`src/hw/rtl/u8nv_pkg.sv`:
```
// ----------------------------------------------------------------------------
// UTF-8 name validator package
// Widths, code point limits and the sequence kind type of the validator; the byte
// channel interface takes its byte width from here.
// ----------------------------------------------------------------------------
package u8nv_pkg;

    // Width of one byte of the name string.
    localparam int unsigned BYTE_W = 8;

    // Width of a gathered code point.
    localparam int unsigned CP_W = 21;

    // Surrogate range (rejected in three-byte sequences).
    localparam logic [CP_W-1:0] SURR_LO = 21'h00D800;
    localparam logic [CP_W-1:0] SURR_HI = 21'h00E000;

    // First code point past the Unicode range (rejected in four-byte sequences).
    localparam logic [CP_W-1:0] CP_LIMIT = 21'h110000;

    // Kind of the open multi-byte sequence.
    typedef enum logic [1:0] {
        SEQ_NONE  = 2'd0,
        SEQ_TWO   = 2'd1,
        SEQ_THREE = 2'd2,
        SEQ_FOUR  = 2'd3
    } seq_kind_t;

endpackage

```
`src/hw/rtl/u8nv_stream_if.sv`:
```
// ----------------------------------------------------------------------------
// UTF-8 name validator channel interfaces
// Valid/ready channels for the incoming bytes and the outgoing verdicts.
// ----------------------------------------------------------------------------
interface u8nv_byte_if
    import u8nv_pkg::*;
();
    logic              valid;
    logic              ready;
    logic [BYTE_W-1:0] data_byte;
    logic              last_byte;

    modport source (output valid, output data_byte, output last_byte, input ready);
    modport sink   (input valid, input data_byte, input last_byte, output ready);
endinterface

interface u8nv_verdict_if;
    logic valid;
    logic ready;
    logic name_valid;

    modport source (output valid, output name_valid, input ready);
    modport sink   (input valid, input name_valid, output ready);
endinterface

```
`src/hw/rtl/utf8_name_validator_unit.sv`:
```
// ----------------------------------------------------------------------------
// UTF-8 name validator
// Checks the bytes of one name string for well formed UTF-8 and gives one
// verdict per string, on the request that carries the final byte.
// ----------------------------------------------------------------------------
// Verdict path: the final byte's request is accepted into the input register,
//   then its verdict sits in the result register until taken.
// Throughput: one byte request per cycle, save while a final byte waits on a full
//   register; the state update is one compare and shift-or pass, input to state regs.
// Reset: rst_n clears the pipeline valid bits and the parsing state.
module utf8_name_validator_unit
    import u8nv_pkg::*;
(
    input  logic                  clk,
    input  logic                  rst_n,
    u8nv_byte_if.sink             byte_stream,
    u8nv_verdict_if.source        verdict
);

    // Input register stage.
    logic              s1_valid_reg;
    logic              s1_valid_next;
    logic [BYTE_W-1:0] s1_byte_reg;
    logic              s1_last_reg;
    logic              s1_advance;
    logic              in_accept;

    // Parsing state of the current string.
    logic [1:0]        pend_reg;
    logic [1:0]        pend_next;
    seq_kind_t         kind_reg;
    seq_kind_t         kind_next;
    logic [CP_W-1:0]   accum_reg;
    logic [CP_W-1:0]   accum_next;
    logic              err_reg;
    logic              err_next;

    // Result register.
    logic              out_valid_reg;
    logic              out_valid_next;
    logic              out_verdict_reg;
    logic              out_verdict_next;

    // A byte without the final flag leaves no result, so it never waits on
    // the result register.
    assign s1_advance = s1_valid_reg && (!s1_last_reg || !out_valid_reg || verdict.ready);
    assign byte_stream.ready = !s1_valid_reg || s1_advance;
    assign in_accept = byte_stream.valid && byte_stream.ready;

    assign s1_valid_next = in_accept ? 1'b1 : (s1_advance ? 1'b0 : s1_valid_reg);

    // Input stage valid bit.
    always_ff @(posedge clk or negedge rst_n)
    begin
        if (!rst_n)
        begin
            s1_valid_reg <= 1'b0;
        end
        else
        begin
            s1_valid_reg <= s1_valid_next;
        end
    end

    // Input stage payload.
    always_ff @(posedge clk)
    begin
        if (in_accept)
        begin
            s1_byte_reg <= byte_stream.data_byte;
            s1_last_reg <= byte_stream.last_byte;
        end
    end

    // One parsing step per byte, then the verdict on the final byte.
    always_comb
    begin
        logic            is_cont;
        logic [1:0]      pend_dec;
        logic [CP_W-1:0] cont_bits;
        logic [CP_W-1:0] cp;

        is_cont          = (s1_byte_reg[7:6] == 2'b10);
        pend_dec         = pend_reg - 2'd1;
        cont_bits        = '0;
        cp               = '0;
        pend_next        = pend_reg;
        kind_next        = kind_reg;
        accum_next       = accum_reg;
        err_next         = err_reg;
        out_verdict_next = out_verdict_reg;

        if (s1_advance)
        begin
            if (pend_reg == 2'd0)
            begin
                // Single byte or lead byte.
                if (!s1_byte_reg[7])
                begin
                    pend_next = 2'd0;
                end
                else if (!s1_byte_reg[6])
                begin
                    err_next = 1'b1;
                end
                else if (!s1_byte_reg[5])
                begin
                    kind_next  = SEQ_TWO;
                    pend_next  = 2'd1;
                    accum_next = {10'b0, s1_byte_reg[4:0], 6'b0};
                end
                else if (!s1_byte_reg[4])
                begin
                    kind_next  = SEQ_THREE;
                    pend_next  = 2'd2;
                    accum_next = {5'b0, s1_byte_reg[3:0], 12'b0};
                end
                else
                begin
                    kind_next  = SEQ_FOUR;
                    pend_next  = 2'd3;
                    accum_next = {s1_byte_reg[2:0], 18'b0};
                    // Leads from 0xF8 up always exceed the code point range.
                    if (s1_byte_reg[3])
                    begin
                        err_next = 1'b1;
                    end
                end
            end
            else if (!is_cont)
            begin
                // Broken sequence: drop it.
                err_next   = 1'b1;
                pend_next  = 2'd0;
                kind_next  = SEQ_NONE;
                accum_next = '0;
            end
            else
            begin
                // Continuation byte: place its six bits by position.
                case (pend_dec)
                    2'd2:    cont_bits = {3'b0, s1_byte_reg[5:0], 12'b0};
                    2'd1:    cont_bits = {9'b0, s1_byte_reg[5:0], 6'b0};
                    default: cont_bits = {15'b0, s1_byte_reg[5:0]};
                endcase
                cp         = accum_reg | cont_bits;
                pend_next  = pend_dec;
                accum_next = cp;
                if (pend_dec == 2'd0)
                begin
                    if (kind_reg == SEQ_THREE && cp >= SURR_LO && cp < SURR_HI)
                    begin
                        err_next = 1'b1;
                    end
                    if (kind_reg == SEQ_FOUR && cp >= CP_LIMIT)
                    begin
                        err_next = 1'b1;
                    end
                    kind_next  = SEQ_NONE;
                    accum_next = '0;
                end
            end

            // Final byte: a sequence left open rejects, then the string clears.
            if (s1_last_reg)
            begin
                out_verdict_next = !(err_next || (pend_next != 2'd0));
                pend_next        = 2'd0;
                kind_next        = SEQ_NONE;
                accum_next       = '0;
                err_next         = 1'b0;
            end
        end
    end

    // Parsing state registers.
    always_ff @(posedge clk or negedge rst_n)
    begin
        if (!rst_n)
        begin
            pend_reg  <= 2'd0;
            kind_reg  <= SEQ_NONE;
            accum_reg <= '0;
            err_reg   <= 1'b0;
        end
        else
        begin
            pend_reg  <= pend_next;
            kind_reg  <= kind_next;
            accum_reg <= accum_next;
            err_reg   <= err_next;
        end
    end

    // Result register: filled by a final byte, emptied when taken.
    assign out_valid_next = (s1_advance && s1_last_reg) ? 1'b1 :
                            (verdict.ready ? 1'b0 : out_valid_reg);

    always_ff @(posedge clk or negedge rst_n)
    begin
        if (!rst_n)
        begin
            out_valid_reg <= 1'b0;
        end
        else
        begin
            out_valid_reg <= out_valid_next;
        end
    end

    always_ff @(posedge clk)
    begin
        out_verdict_reg <= out_verdict_next;
    end

    assign verdict.valid      = out_valid_reg;
    assign verdict.name_valid = out_verdict_reg;

    // A new verdict only follows a final byte leaving the input stage.
    a_verdict_from_last: assert property (@(posedge clk) disable iff (!rst_n)
        $rose(out_valid_reg) |-> $past(s1_valid_reg && s1_last_reg))
        else $error("verdict appeared without a final byte");

    // Pending continuation count never exceeds what the open sequence needs.
    a_pend_in_kind: assert property (@(posedge clk) disable iff (!rst_n)
        pend_reg <= kind_reg)
        else $error("pending count exceeds sequence kind");

    // With no sequence open, no code point bits are held.
    a_idle_clear: assert property (@(posedge clk) disable iff (!rst_n)
        (pend_reg == 2'd0) |-> (kind_reg == SEQ_NONE && accum_reg == '0))
        else $error("stale sequence state with nothing pending");

    // A stalled byte in the input stage holds its place.
    a_s1_hold: assert property (@(posedge clk) disable iff (!rst_n)
        (s1_valid_reg && !s1_advance) |=> (s1_valid_reg && $stable(s1_byte_reg)
                                          && $stable(s1_last_reg)))
        else $error("stalled input stage lost its byte");

endmodule
```
`src/flat_wrapper.sv`:
```
// flat-port wrapper written by rule: the top's interface ports become plain ports
module utf8_name_validator_unit_flat import u8nv_pkg::*;
  (clk, rst_n, byte_stream_valid, byte_stream_data_byte, byte_stream_last_byte, byte_stream_ready, verdict_valid, verdict_name_valid, verdict_ready);
  u8nv_byte_if byte_stream_i ();
  u8nv_verdict_if verdict_i ();
  input  logic clk;
  input  logic rst_n;
  input wire logic [$bits(byte_stream_i.valid)-1:0] byte_stream_valid;
  input wire logic [$bits(byte_stream_i.data_byte)-1:0] byte_stream_data_byte;
  input wire logic [$bits(byte_stream_i.last_byte)-1:0] byte_stream_last_byte;
  output wire logic [$bits(byte_stream_i.ready)-1:0] byte_stream_ready;
  output wire logic [$bits(verdict_i.valid)-1:0] verdict_valid;
  output wire logic [$bits(verdict_i.name_valid)-1:0] verdict_name_valid;
  input wire logic [$bits(verdict_i.ready)-1:0] verdict_ready;
  assign byte_stream_i.valid = byte_stream_valid;
  assign byte_stream_i.data_byte = byte_stream_data_byte;
  assign byte_stream_i.last_byte = byte_stream_last_byte;
  assign byte_stream_ready = byte_stream_i.ready;
  assign verdict_valid = verdict_i.valid;
  assign verdict_name_valid = verdict_i.name_valid;
  assign verdict_i.ready = verdict_ready;
  utf8_name_validator_unit u_core (.clk(clk), .rst_n(rst_n), .byte_stream(byte_stream_i), .verdict(verdict_i));
endmodule
```
`config.mk`:
```
export PLATFORM = sky130hd
export DESIGN_NAME = utf8_name_validator_unit_flat
export DESIGN_NICKNAME = d
export VERILOG_FILES = /design/src/hw/rtl/u8nv_pkg.sv /design/src/hw/rtl/u8nv_stream_if.sv /design/src/hw/rtl/utf8_name_validator_unit.sv /design/src/flat_wrapper.sv
export SDC_FILE = /design/constraint.sdc
export NUM_CORES = 1
export LEC_CHECK = 0
export BUFFER_PORTS_ARGS = -buffer_cell sky130_fd_sc_hd__buf_2
export CAP_MARGIN = 20
export CELL_PAD_IN_SITES_DETAIL_PLACEMENT = 0
export CELL_PAD_IN_SITES_GLOBAL_PLACEMENT = 1
export CORE_MARGIN = 4
export CORE_UTILIZATION = 44
export DETAILED_ROUTE_END_ITERATION = 10
export GPL_TIMING_DRIVEN = 0
export PLACE_DENSITY = 0.83
export SETUP_SLACK_MARGIN = 0.5
export SYNTH_ARGS = -nofsm -noshare
export SYNTH_HDL_FRONTEND = slang
export SYNTH_SLANG_ARGS = --single-unit
```
`constraint.sdc`:
```
create_clock -name clk -period 2.12 [get_ports clk]
set_input_delay 0.106 -clock clk [delete_from_list [all_inputs] [get_ports clk]]
set_output_delay 0.106 -clock clk [all_outputs]
set_load 0.01 [all_outputs]
```
== Word-level counts from Yosys, hierarchy flattened ==
Index checks and enable logic that the tools add are counted.

* Flip-flop bits (word level): 38
* Input port bits: 13
* Output and inout bits: 3
* Word-level logic and storage cells: 86

* Add/subtract/negate cells: 1
* Order comparisons: 3
* Eq/ne operators: 8
* Multiplexer cells: 42
* Bitwise gates (word level): 1
* Reductions and logical operators: 22

{| class="wikitable"
|+ Operator list
! operator !! number
|-
| 2-to-1 mux 21 bit || 11
|-
| one-hot mux 18 bit (2 select lines) || 1
|-
| 2-to-1 mux 2 bit || 13
|-
| >= comparator 21 x 16 -> 1 bit, second input constant || 1
|-
| >= comparator 21 bit, second input constant || 1
|-
| < comparator 21 x 16 -> 1 bit, second input constant || 1
|-
| OR 21 bit || 1
|-
| 2-to-1 mux 1 bit || 17
|-
| equality test 2 bit, second input constant || 4
|-
| logical AND 1 bit || 6
|-
| inequality test 3 x 1 -> 1 bit, second input constant || 2
|-
| nonzero test 2 bit || 3
|-
| zero test 1 bit || 4
|-
| zero test 2 bit || 2
|-
| logical OR 1 bit || 4
|-
| inequality test 4 x 3 -> 1 bit, second input constant || 1
|-
| AND reduction 4 bit || 1
|-
| AND reduction 3 bit || 1
|-
| equality test 2 x 1 -> 1 bit, second input constant || 1
|-
| AND reduction 2 bit || 1
|-
| subtractor 2 x 1 -> 2 bit, second input constant || 1
|}

== Longest topological paths before layout ==
Gate-level depths: netlist (run 1).

* Depth in word-level cells: 18
* Depth in mapped cells: 8
* Depth with buffers taken out: 7

== Worst setup path after synthesis (run 1) ==
OpenSTA, ideal clock, no wires.

* Path kind: register to register
* Start point: register u_core.pend_reg[0]
* End point: register u_core.out_verdict_reg, in the netlist u_core.verdict.name_valid (data pin)
* Arrival: 1496 ps
* Path slack: 367 ps
* Cell stages (with the launch flop): 8
* Buffers on the path: 0
* Cell sequence: dfrtp_1 > inv_1 > ha_1 > o21a_1 > a21o_1 > nor2b_1 > a21oi_1 > o2111a_1

* Cells in the longest elaborated chain, start to end: 18
* Elaborated cells between the ends (all ways): 30

{| class="wikitable"
|+ Ends and longest elaborated chain
! what !! RTL line !! source
|-
| start, declared || utf8_name_validator_unit.sv:29 || <nowiki>logic [1:0] pend_reg;</nowiki>
|-
| start signal, assigned || utf8_name_validator_unit.sv:188 || <nowiki>pend_reg <= pend_next;</nowiki>
|-
| subtractor 2 x 1 -> 2 bit || utf8_name_validator_unit.sv:84 || <nowiki>pend_dec = pend_reg - 2'd1;</nowiki>
|-
| equality test 2 x 1 -> 1 bit or equality test 2 bit (tied branches) || utf8_name_validator_unit.sv:141 || <nowiki>case (pend_dec)</nowiki>
|-
| one-hot mux 18 bit (2 select lines) || utf8_name_validator_unit.sv:141 ||
|-
| 2-to-1 mux 21 bit || utf8_name_validator_unit.sv:130 || <nowiki>else if (!is_cont)</nowiki>
|-
| 2-to-1 mux 21 bit || utf8_name_validator_unit.sv:95 || <nowiki>if (pend_reg == 2'd0)</nowiki>
|-
| 2-to-1 mux 21 bit || utf8_name_validator_unit.sv:93 || <nowiki>if (s1_advance)</nowiki>
|-
| OR 21 bit || utf8_name_validator_unit.sv:146 || <nowiki>cp = accum_reg | cont_bits;</nowiki>
|-
| >= comparator 21 x 16 -> 1 bit || utf8_name_validator_unit.sv:151 || <nowiki>if (kind_reg == SEQ_THREE && cp >= SURR_LO && cp < SURR_HI)</nowiki>
|-
| logical AND 1 bit (2 in series) || utf8_name_validator_unit.sv:151 ||
|-
| 2-to-1 mux 1 bit || utf8_name_validator_unit.sv:151 ||
|-
| 2-to-1 mux 1 bit || utf8_name_validator_unit.sv:155 || <nowiki>if (kind_reg == SEQ_FOUR && cp >= CP_LIMIT)</nowiki>
|-
| 2-to-1 mux 1 bit || utf8_name_validator_unit.sv:149 || <nowiki>if (pend_dec == 2'd0)</nowiki>
|-
| 2-to-1 mux 1 bit || utf8_name_validator_unit.sv:130 ||
|-
| 2-to-1 mux 1 bit || utf8_name_validator_unit.sv:95 ||
|-
| 2-to-1 mux 1 bit || utf8_name_validator_unit.sv:93 ||
|-
| logical OR 1 bit (*) || utf8_name_validator_unit.sv:167 || <nowiki>out_verdict_next = !(err_next || (pend_next != 2'd0));</nowiki>
|-
| zero test 1 bit (*) || utf8_name_validator_unit.sv:167 ||
|-
| end signal, assigned || utf8_name_validator_unit.sv:213 || <nowiki>out_verdict_reg <= out_verdict_next;</nowiki>
|-
| end, declared || utf8_name_validator_unit.sv:41 || <nowiki>logic out_verdict_reg;</nowiki>
|}

Every way passes the cells marked *; elsewhere a longest branch is shown, timed or not. The select of a mux whose other input is x is not followed.
A chain may end at the register's enable or synchronous reset.

== Worst setup path after layout (run 1) ==
* Start point: register u_core.pend_reg[1]
* End point: register u_core.out_verdict_reg, in the netlist u_core.verdict.name_valid (data pin)

The elaborated chain is that of the path after synthesis.

==> impl_metrics.xml, run 1 <==
<?xml version="1.0" encoding="UTF-8"?>
<metrics>
  <group name="sta">
    <metric name="postLayoutSetupSlackWorst" unit="ns">0.270</metric>
    <metric name="tightestPinTransition" unit="ns">0.528</metric>
    <metric name="layout_min_cycle_time" unit="ns">1.85</metric>
    <metric name="fin_crit_sh" unit="%">87.3</metric>
    <metric name="totalNegativeSetupSlack" unit="ns">0</metric>
    <metric name="setup_viol" unit="">0</metric>
    <metric name="hold_violations" unit="">0</metric>
    <metric name="clock_skew" unit="ns">0.00148</metric>
    <metric name="fmaxAchievable" unit="MHz">541</metric>
    <metric name="rsz0062_at_grt" unit="">true</metric>
    <metric name="max_slew_margin_vs_limit" unit="%">64.7</metric>
    <metric name="maxSlewViolCount" unit="">0</metric>
  </group>
  <group name="outcome">
    <metric name="run_status" unit="">finished, final reports clean</metric>
  </group>
  <group name="power">
    <metric name="power_density" unit="nW/um^2">648</metric>
    <metric name="cellLeakagePower" unit="nW">0.805</metric>
    <metric name="vdd.ir_drop.worst" unit="V">0.000440</metric>
  </group>
  <group name="cts">
    <metric name="tritoncts" unit="">built</metric>
    <metric name="clock-sinks" unit="">27</metric>
    <metric name="cts_buffers" unit="">3</metric>
    <metric name="cts_root_buffer" unit="">sky130_fd_sc_hd__clkbuf_4</metric>
    <metric name="path_clk_slew" unit="ns">0.15</metric>
    <metric name="worst_skew_pair.late_latency" unit="ns">0.33</metric>
    <metric name="ctsHtreeMaxLevel" unit="">1</metric>
    <metric name="clk_path_buf_depth" unit="">2</metric>
  </group>
  <group name="worst_setup_path">
    <metric name="crit_path_top_delay_cell" unit="">sky130_fd_sc_hd__dfrtp_2</metric>
    <metric name="path_class" unit="">register to register</metric>
    <metric name="start_of_the_worst_register_to_register_path" unit="">u_core.pend_reg[1]</metric>
    <metric name="timing.critical_path.max_delay_family" unit="">compound AO/OA/AOI/OAI gates</metric>
    <metric name="startpoint" unit="">u_core.pend_reg[1]</metric>
    <metric name="worstPathMaxFanout" unit="">5</metric>
    <metric name="cp_cell_sequence" unit="">ha_4 &gt; o21a_4 &gt; a21o_1 &gt; nor2b_2 &gt; a21oi_2 &gt; o2111a_1</metric>
    <metric name="critPathLaunchType" unit="">register</metric>
    <metric name="worst-r2r-cell-count" unit="">6</metric>
    <metric name="worstPathRequired" unit="ns">2.23</metric>
    <metric name="cp.depth" unit="">6</metric>
    <metric name="worst_r2r_endpoint" unit="">u_core.verdict.name_valid</metric>
    <metric name="critical_path_arrival" unit="ns">1.96</metric>
    <metric name="worstPathBufferInverterCount" unit="">0</metric>
    <metric name="timing.critical_path.slowest_cell_delay" unit="ns">0.50</metric>
    <metric name="timing.critical_path.to_type" unit="">register</metric>
    <metric name="crit_path_end" unit="">u_core.verdict.name_valid</metric>
    <metric name="r2r_slack" unit="ns">0.27</metric>
  </group>
  <group name="floorplanning">
    <metric name="ioPinCount" unit="">16</metric>
    <metric name="core.rowCount" unit="">20</metric>
    <metric name="die_area" unit="um^2">4230</metric>
    <metric name="die_width" unit="um">65.0</metric>
    <metric name="fp.coreArea" unit="um^2">3080</metric>
    <metric name="die_height" unit="um">65.0</metric>
    <metric name="initial_utilization" unit="%">46.5</metric>
  </group>
  <group name="drt">
    <metric name="post_drt_wl_per_cell" unit="um">15.2</metric>
    <metric name="drcViolationCount" unit="">0</metric>
    <metric name="antenna_left" unit="">0</metric>
    <metric name="vias" unit="">1176</metric>
    <metric name="routed_wirelength" unit="um">3220</metric>
    <metric name="dr.first_iter.drc_count" unit="">49</metric>
    <metric name="drt-vias-per-instance" unit="">5.55</metric>
    <metric name="drt_pass1_iterations" unit="">5</metric>
  </group>
  <group name="logic_synthesis">
    <metric name="netlist.area_leader.share" unit="%">29.7</metric>
    <metric name="synth.lib_cells_used.distinct" unit="">44</metric>
    <metric name="synthesis.instances" unit="">131</metric>
    <metric name="proportion_of_synthesized_chip_area_in_sequential_cells" unit="%">50.7</metric>
    <metric name="post_synth_main_area_contributors" unit="">sky130_fd_sc_hd__dfrtp_1 (30%), sky130_fd_sc_hd__edfxtp_1 (21%), sky130_fd_sc_hd__ha_1 (4.4%), sky130_fd_sc_hd__a21oi_1 (4.2%), sky130_fd_sc_hd__nand2_1 (3.9%)</metric>
    <metric name="synth_async_sr_flop_share" unit="%">63.0</metric>
    <metric name="synth_edf_count" unit="">10</metric>
    <metric name="synthesis.nets" unit="">149</metric>
    <metric name="netlist_area" unit="um^2">1430</metric>
    <metric name="yosysWarningCount" unit="">0</metric>
    <metric name="post-synth-top-area-cell" unit="">sky130_fd_sc_hd__dfrtp_1</metric>
    <metric name="ys_dominant_reg_cell" unit="">sky130_fd_sc_hd__dfrtp_1</metric>
    <metric name="ys_ff_latch" unit="">27</metric>
    <metric name="synthesized_area_divided_by_synthesized_cell_count" unit="um^2">10.9</metric>
  </group>
  <group name="global_route">
    <metric name="grt_pass1_vias" unit="">1173</metric>
    <metric name="global_route_wire_length_before_repair" unit="um">5580</metric>
    <metric name="global_route.overflow_total" unit="">0</metric>
    <metric name="pin_count_of_the_biggest_net_entering_global_routing" unit="">18</metric>
    <metric name="globalRouteTotalUtil" unit="%">16.9</metric>
    <metric name="grt_antenna_before_repair" unit="">0</metric>
  </group>
  <group name="layout">
    <metric name="final-seq-area" unit="um^2">728</metric>
    <metric name="largest_reg_flops" unit="">10</metric>
    <metric name="layout.filler_cells" unit="">265</metric>
    <metric name="final_layout_size_suffix_gt1_share" unit="%">35.1</metric>
    <metric name="multi_input_comb_area" unit="um^2">724</metric>
    <metric name="flow.area_growth_from_synthesis" unit="%">30.9</metric>
    <metric name="n_antenna_cell" unit="">0</metric>
    <metric name="final_nets" unit="">187</metric>
  </group>
  <group name="place">
    <metric name="buffer_ports.inserted" unit="">15</metric>
    <metric name="dpl.hpwl" unit="um">2150</metric>
    <metric name="dp_worst_setup_slack" unit="ns">0.185</metric>
    <metric name="gp_routability_congestion" unit="">0.914</metric>
  </group>
  <group name="worst_hold_path">
    <metric name="classification_of_the_worst_slack_hold_path" unit="">primary input to async pin</metric>
  </group>
  <group name="job">
    <metric name="cap_viol_max_count" unit="">0</metric>
  </group>
</metrics>
cell families (layout without fill, tap and decap cells):
logic type / count (synthesis) / count (layout) / synth area share (%)
compound gates: 41 / 41 / 20.6
simple gates: 39 / 39 / 14.5
flops: 27 / 27 / 50.7
buf+inv: 14 / 51 / 5.51
fa+ha+maj: 5 / 5 / 4.37
mux: 4 / 4 / 3.67
xor+xnor: 1 / 1 / 0.613
worst min-delay path by stage:
| stage | start | endpoint | slack (ns) | cells past startpoint |
|---|---|---|---|---|
| floorplan | rst_n | u_core.accum_reg[11] | -0.19 | 0 |
| global placement | rst_n | u_core.pend_reg[0] | 0.06 | 1 |
| finish | rst_n | u_core.accum_reg[17] | 0.23 | 2 |
| global route | rst_n | u_core.accum_reg[17] | 0.25 | 2 |
| CTS | rst_n | u_core.accum_reg[17] | 0.24 | 2 |
| detailed placement | rst_n | u_core.pend_reg[0] | 0.07 | 1 |
final cells by class:
| cell class | instances | area share, % |
|---|---|---|
| sequential | 27 | 38.9 |
| multi-input combinational | 90 | 38.7 |
| timing repair buffer | 33 | 13.0 |
| buffer | 8 | 3.21 |
| tap | 44 | 2.94 |
| inverter | 6 | 1.60 |
| clock buffer | 3 | 1.20 |
| clock inverter | 1 | 0.401 |
layout by cell type (no fill, tap or decap), types with 2 or more instances in the layout:
cell                            instances
sky130_fd_sc_hd__buf_4                  7
sky130_fd_sc_hd__mux2_4                 2
sky130_fd_sc_hd__inv_1                  2
sky130_fd_sc_hd__buf_6                  2
sky130_fd_sc_hd__a22o_1                 3
sky130_fd_sc_hd__dfrtp_2                2
sky130_fd_sc_hd__nand2_1               15
sky130_fd_sc_hd__clkbuf_4               3
sky130_fd_sc_hd__nand3_1                2
sky130_fd_sc_hd__o21ai_0                4
sky130_fd_sc_hd__edfxtp_1              10
sky130_fd_sc_hd__and2_1                 3
sky130_fd_sc_hd__dfrtp_1               15
sky130_fd_sc_hd__a21o_1                 4
sky130_fd_sc_hd__buf_2                 17
sky130_fd_sc_hd__dlygate4sd3_1         12
sky130_fd_sc_hd__nand2b_1               2
sky130_fd_sc_hd__a31oi_1                4
sky130_fd_sc_hd__a21oi_1               10
sky130_fd_sc_hd__nor2_1                 4
sky130_fd_sc_hd__inv_2                  2
sky130_fd_sc_hd__ha_4                   3
sky130_fd_sc_hd__mux2_2                 2
sky130_fd_sc_hd__o22ai_1                3
Yosys cell counts, types with 2 or more instances:
| cell | n |
|---|---|
| sky130_fd_sc_hd__buf_6 | 2 |
| sky130_fd_sc_hd__a21oi_1 | 12 |
| sky130_fd_sc_hd__nand2_1 | 15 |
| sky130_fd_sc_hd__a41oi_1 | 2 |
| sky130_fd_sc_hd__nor2_1 | 6 |
| sky130_fd_sc_hd__and2_1 | 3 |
| sky130_fd_sc_hd__o22ai_1 | 3 |
| sky130_fd_sc_hd__o21ai_0 | 4 |
| sky130_fd_sc_hd__nand3_1 | 2 |
| sky130_fd_sc_hd__ha_1 | 5 |
| sky130_fd_sc_hd__nand2b_1 | 2 |
| sky130_fd_sc_hd__inv_1 | 5 |
| sky130_fd_sc_hd__a21o_1 | 4 |
| sky130_fd_sc_hd__mux2_4 | 2 |
| sky130_fd_sc_hd__buf_2 | 3 |
| sky130_fd_sc_hd__a31oi_1 | 4 |
| sky130_fd_sc_hd__mux2_2 | 2 |
| sky130_fd_sc_hd__nor2b_1 | 2 |
| sky130_fd_sc_hd__dfrtp_1 | 17 |
| sky130_fd_sc_hd__edfxtp_1 | 10 |
| sky130_fd_sc_hd__a22o_1 | 3 |
routing by layer:
layer	vias to the layer above	global-route usage, %	part of all wire [%]
met5	-	0	0
met4	0	5.44	2.2
met3	8	1.91	5.0
met2	43	29.1	49
met1	572	22.1	44
li1	553	-	-
per-stage QoR:
step                hold slack (ns)  utilization, %  instances  power, mW  cell area, um^2
floorplan                    -0.190               -        131      0.837             1460
global placement             0.0571            51.5        190      0.901             1590
detailed placement           0.0693            51.5        190      0.909             1590
CTS                           0.241            59.8        210       1.20             1840
global route                  0.252            60.8        212       1.29             1870
finish                        0.233            60.8        212       1.21             1870
where the power goes:
| part | switching [mW] | total [mW] | leakage [nW] | internal [mW] |
|---|---|---|---|---|
| combinational | 0.169 | 0.341 | 0.470 | 0.172 |
| clock | 0.161 | 0.234 | 0.0139 | 0.0722 |
| sequential | 0.0433 | 0.639 | 0.321 | 0.596 |
timing repair:
action                     CTS  global route
buffers inserted             4             2
gates resized for setup     18             5
hold endpoints to repair    28             0
setup endpoints to repair   14            15
hold buffers                12             0
pin swaps                    6             6
(Power assumes the default switching activity.)
==> run 2: changes to the inputs <==
--- a/config.mk
+++ b/config.mk
@@ -10,11 +10,12 @@
 export CELL_PAD_IN_SITES_DETAIL_PLACEMENT = 0
 export CELL_PAD_IN_SITES_GLOBAL_PLACEMENT = 1
 export CORE_MARGIN = 4
-export CORE_UTILIZATION = 44
+export CORE_UTILIZATION = 45
 export DETAILED_ROUTE_END_ITERATION = 10
 export GPL_TIMING_DRIVEN = 0
-export PLACE_DENSITY = 0.83
+export PLACE_DENSITY_LB_ADDON = 0.1
 export SETUP_SLACK_MARGIN = 0.5
+export SLEW_MARGIN = 30
 export SYNTH_ARGS = -nofsm -noshare
 export SYNTH_HDL_FRONTEND = slang
 export SYNTH_SLANG_ARGS = --single-unit
==> constraint.sdc (replaced) <==
create_clock -name clk -period 2.3 [get_ports clk]
set_input_delay 0.115 -clock clk [delete_from_list [all_inputs] [get_ports clk]]
set_output_delay 0.115 -clock clk [all_outputs]
set_load 0.01 [all_outputs]
==> run 2 against run 1 <==
  * Critical endpoint unchanged
  * Combinational power decreased by 19%
  * Final area shrank 4.6%
  * Clock power fell by 7%
  * Flip-flop and latch count unchanged
  * Critical path type unchanged
  * Cell count fell by 2.4%
  * Via count down 5.6%
  * Utilization fell by 2.3 points
  * Highest routed layer unchanged
  * Maximum frequency is 0.72% lower
  * First-iteration DRC count unchanged
==> impl_metrics.xml, run 2 (synthesis results as in run 1) <==
<?xml version="1.0" encoding="UTF-8"?>
<metrics>
  <group name="sta">
    <metric name="setup_viol" unit="">0</metric>
    <metric name="maxSlewViolCount" unit="">0</metric>
    <metric name="fin_crit_sh" unit="%">81.0</metric>
    <metric name="fmaxAchievable" unit="MHz">537</metric>
    <metric name="layout_min_cycle_time" unit="ns">1.86</metric>
    <metric name="tightestPinTransition" unit="ns">0.470</metric>
    <metric name="rsz0062_at_grt" unit="">true</metric>
    <metric name="hold_violations" unit="">0</metric>
    <metric name="clock_skew" unit="ns">0.00747</metric>
    <metric name="totalNegativeSetupSlack" unit="ns">0</metric>
    <metric name="max_slew_margin_vs_limit" unit="%">68.6</metric>
  </group>
  <group name="layout">
    <metric name="layout.cells.most_common" unit="">sky130_fd_sc_hd__buf_2</metric>
    <metric name="utilization" unit="%">58.5</metric>
    <metric name="largest_reg_flops" unit="">10</metric>
    <metric name="mostFrequentLayoutCells" unit="">sky130_fd_sc_hd__buf_2 (18), sky130_fd_sc_hd__nand2_1 (15), sky130_fd_sc_hd__dfrtp_1 (15), sky130_fd_sc_hd__dlygate4sd3_1 (12), sky130_fd_sc_hd__a21oi_1 (11)</metric>
    <metric name="n_antenna_cell" unit="">0</metric>
    <metric name="flow.area_growth_from_synthesis" unit="%">24.8</metric>
    <metric name="final_layout_size_suffix_gt1_share" unit="%">31.9</metric>
    <metric name="final_nets" unit="">182</metric>
  </group>
  <group name="floorplanning">
    <metric name="ioPinCount" unit="">16</metric>
    <metric name="die_area" unit="um^2">4140</metric>
    <metric name="core.rowCount" unit="">20</metric>
    <metric name="fp.coreArea" unit="um^2">3050</metric>
    <metric name="initial_utilization" unit="%">46.8</metric>
    <metric name="die_height" unit="um">64.4</metric>
    <metric name="die_width" unit="um">64.4</metric>
  </group>
  <group name="worst_setup_path">
    <metric name="critPathLaunchType" unit="">register</metric>
    <metric name="path_class" unit="">register to register</metric>
    <metric name="startpoint" unit="">u_core.pend_reg[0]</metric>
    <metric name="critical_path_arrival" unit="ns">1.97</metric>
    <metric name="crit_path_top_delay_cell" unit="">sky130_fd_sc_hd__dfrtp_2</metric>
    <metric name="worstPathRequired" unit="ns">2.41</metric>
    <metric name="start_of_the_worst_register_to_register_path" unit="">u_core.pend_reg[0]</metric>
    <metric name="timing.critical_path.to_type" unit="">register</metric>
    <metric name="timing.critical_path.slowest_cell_delay" unit="ns">0.48</metric>
    <metric name="worstPathMaxFanout" unit="">4</metric>
    <metric name="cp_cell_sequence" unit="">ha_2 &gt; o21a_4 &gt; a21o_1 &gt; nor2b_2 &gt; a21oi_2 &gt; o2111a_1</metric>
  </group>
  <group name="cts">
    <metric name="ctsHtreeMaxLevel" unit="">1</metric>
    <metric name="tritoncts" unit="">built</metric>
    <metric name="clock-sinks" unit="">27</metric>
    <metric name="path_clk_slew" unit="ns">0.16</metric>
    <metric name="clk_path_buf_depth" unit="">2</metric>
    <metric name="cts_root_buffer" unit="">sky130_fd_sc_hd__clkbuf_4</metric>
    <metric name="cts_buffers" unit="">3</metric>
    <metric name="worst_skew_pair.late_latency" unit="ns">0.33</metric>
  </group>
  <group name="job">
    <metric name="cap_viol_max_count" unit="">0</metric>
  </group>
  <group name="power">
    <metric name="cellLeakagePower" unit="nW">0.772</metric>
    <metric name="vdd.ir_drop.worst" unit="V">0.000395</metric>
    <metric name="power_density" unit="nW/um^2">604</metric>
  </group>
  <group name="drt">
    <metric name="drcViolationCount" unit="">0</metric>
    <metric name="antenna_left" unit="">0</metric>
    <metric name="vias" unit="">1110</metric>
    <metric name="dr.first_iter.drc_count" unit="">49</metric>
    <metric name="post_drt_wl_per_cell" unit="um">15.0</metric>
    <metric name="drt_pass1_iterations" unit="">5</metric>
    <metric name="routed_wirelength" unit="um">3110</metric>
    <metric name="drt-vias-per-instance" unit="">5.36</metric>
  </group>
  <group name="global_route">
    <metric name="global_route.overflow_total" unit="">0</metric>
    <metric name="grt_pass1_vias" unit="">1169</metric>
    <metric name="grt_antenna_before_repair" unit="">0</metric>
    <metric name="globalRouteTotalUtil" unit="%">16.7</metric>
    <metric name="pin_count_of_the_biggest_net_entering_global_routing" unit="">18</metric>
    <metric name="global_route_wire_length_before_repair" unit="um">5410</metric>
  </group>
  <group name="worst_hold_path">
    <metric name="classification_of_the_worst_slack_hold_path" unit="">primary input to async pin</metric>
  </group>
  <group name="place">
    <metric name="dpl.hpwl" unit="um">2170</metric>
    <metric name="buffer_ports.inserted" unit="">15</metric>
    <metric name="gp_routability_congestion" unit="">0.783</metric>
  </group>
  <group name="outcome">
    <metric name="run_status" unit="">finished, final reports clean</metric>
  </group>
</metrics>
==> run 2: cell types whose count changed in the layout (fill, tap and decap cells not counted), sizes merged <==
| cell | delta |
|---|---|
| buf | -5 |
==> run 2: path summary, 6_finish.rpt <==
path	endpoint	slack [ns]	cells after the start
worst max-delay path	u_core.verdict.name_valid	0.44	6
worst min-delay path	u_core.accum_reg[17]	0.22	2
worst max register to register	u_core.verdict.name_valid	0.44	6
worst min register to register	u_core.accum_reg[17]	0.52	2
max in group asynchronous	u_core.pend_reg[1]	1.75	2
min in group clk	u_core.s1_byte_reg[1]	0.48	2
==> run 2: routing by layer <==
metal | GRT usage (%) | part of all wire [%] | vias to the layer above
li1 | - | - | 547
met1 | 22.5 | 48 | 527
met2 | 26.8 | 46 | 27
met3 | 2.28 | 3.5 | 9
met4 | 7.12 | 3.0 | 0
met5 | 0 | 0 | -
==> run 2: power by group <==
part / switching [mW] / internal (mW) / leakage (nW)
sequential: 0.0364 / 0.549 / 0.321
combinational: 0.142 / 0.135 / 0.437
clock: 0.150 / 0.0667 / 0.0139
total: 0.329 / 0.751 / 0.772
==> run 2: repair_timing <==
action / CTS / global route
cloned: 0 / 0
setup endpoints to repair: 12 / 12
hold buffers: 12 / 0
buffers inserted: 1 / 0
hold endpoints to repair: 28 / 0
pin swaps: 2 / 1
resized for setup: 12 / 7
==> run 2: final cells by class <==
cell class | instances | area (um^2)
buffer | 8 | 53.8
clock buffer | 3 | 22.5
clock inverter | 1 | 7.51
fill | 265 | 1270
inverter | 6 | 27.5
multi-input combinational | 90 | 688
sequential | 27 | 728
tap | 44 | 55.1
timing repair buffer | 28 | 203
==> run 2: stage by stage <==
stage / area [um^2] / std cells / power (mW) / hold WS, ns / setup WS (ns)
floorplan: 1430 / 131 / 0.765 / -0.181 / 0.547
global placement: 1560 / 190 / 0.825 / 0.0699 / 0.318
detailed placement: 1560 / 190 / 0.831 / 0.0759 / 0.236
CTS: 1750 / 207 / 1.07 / 0.233 / 0.455
global route: 1790 / 207 / 1.15 / 0.229 / 0.399
finish: 1790 / 207 / 1.08 / 0.225 / 0.436
==> run 2: worst max-delay path: cells and delay by family (launching register included) <==
family                   cells  cell delay [ns]
flip-flops                   1             0.48
adder cells (fa/ha/maj)      1             0.22
AO/OA/AOI/OAI                4             0.75
AND/OR/NAND/NOR              1             0.19
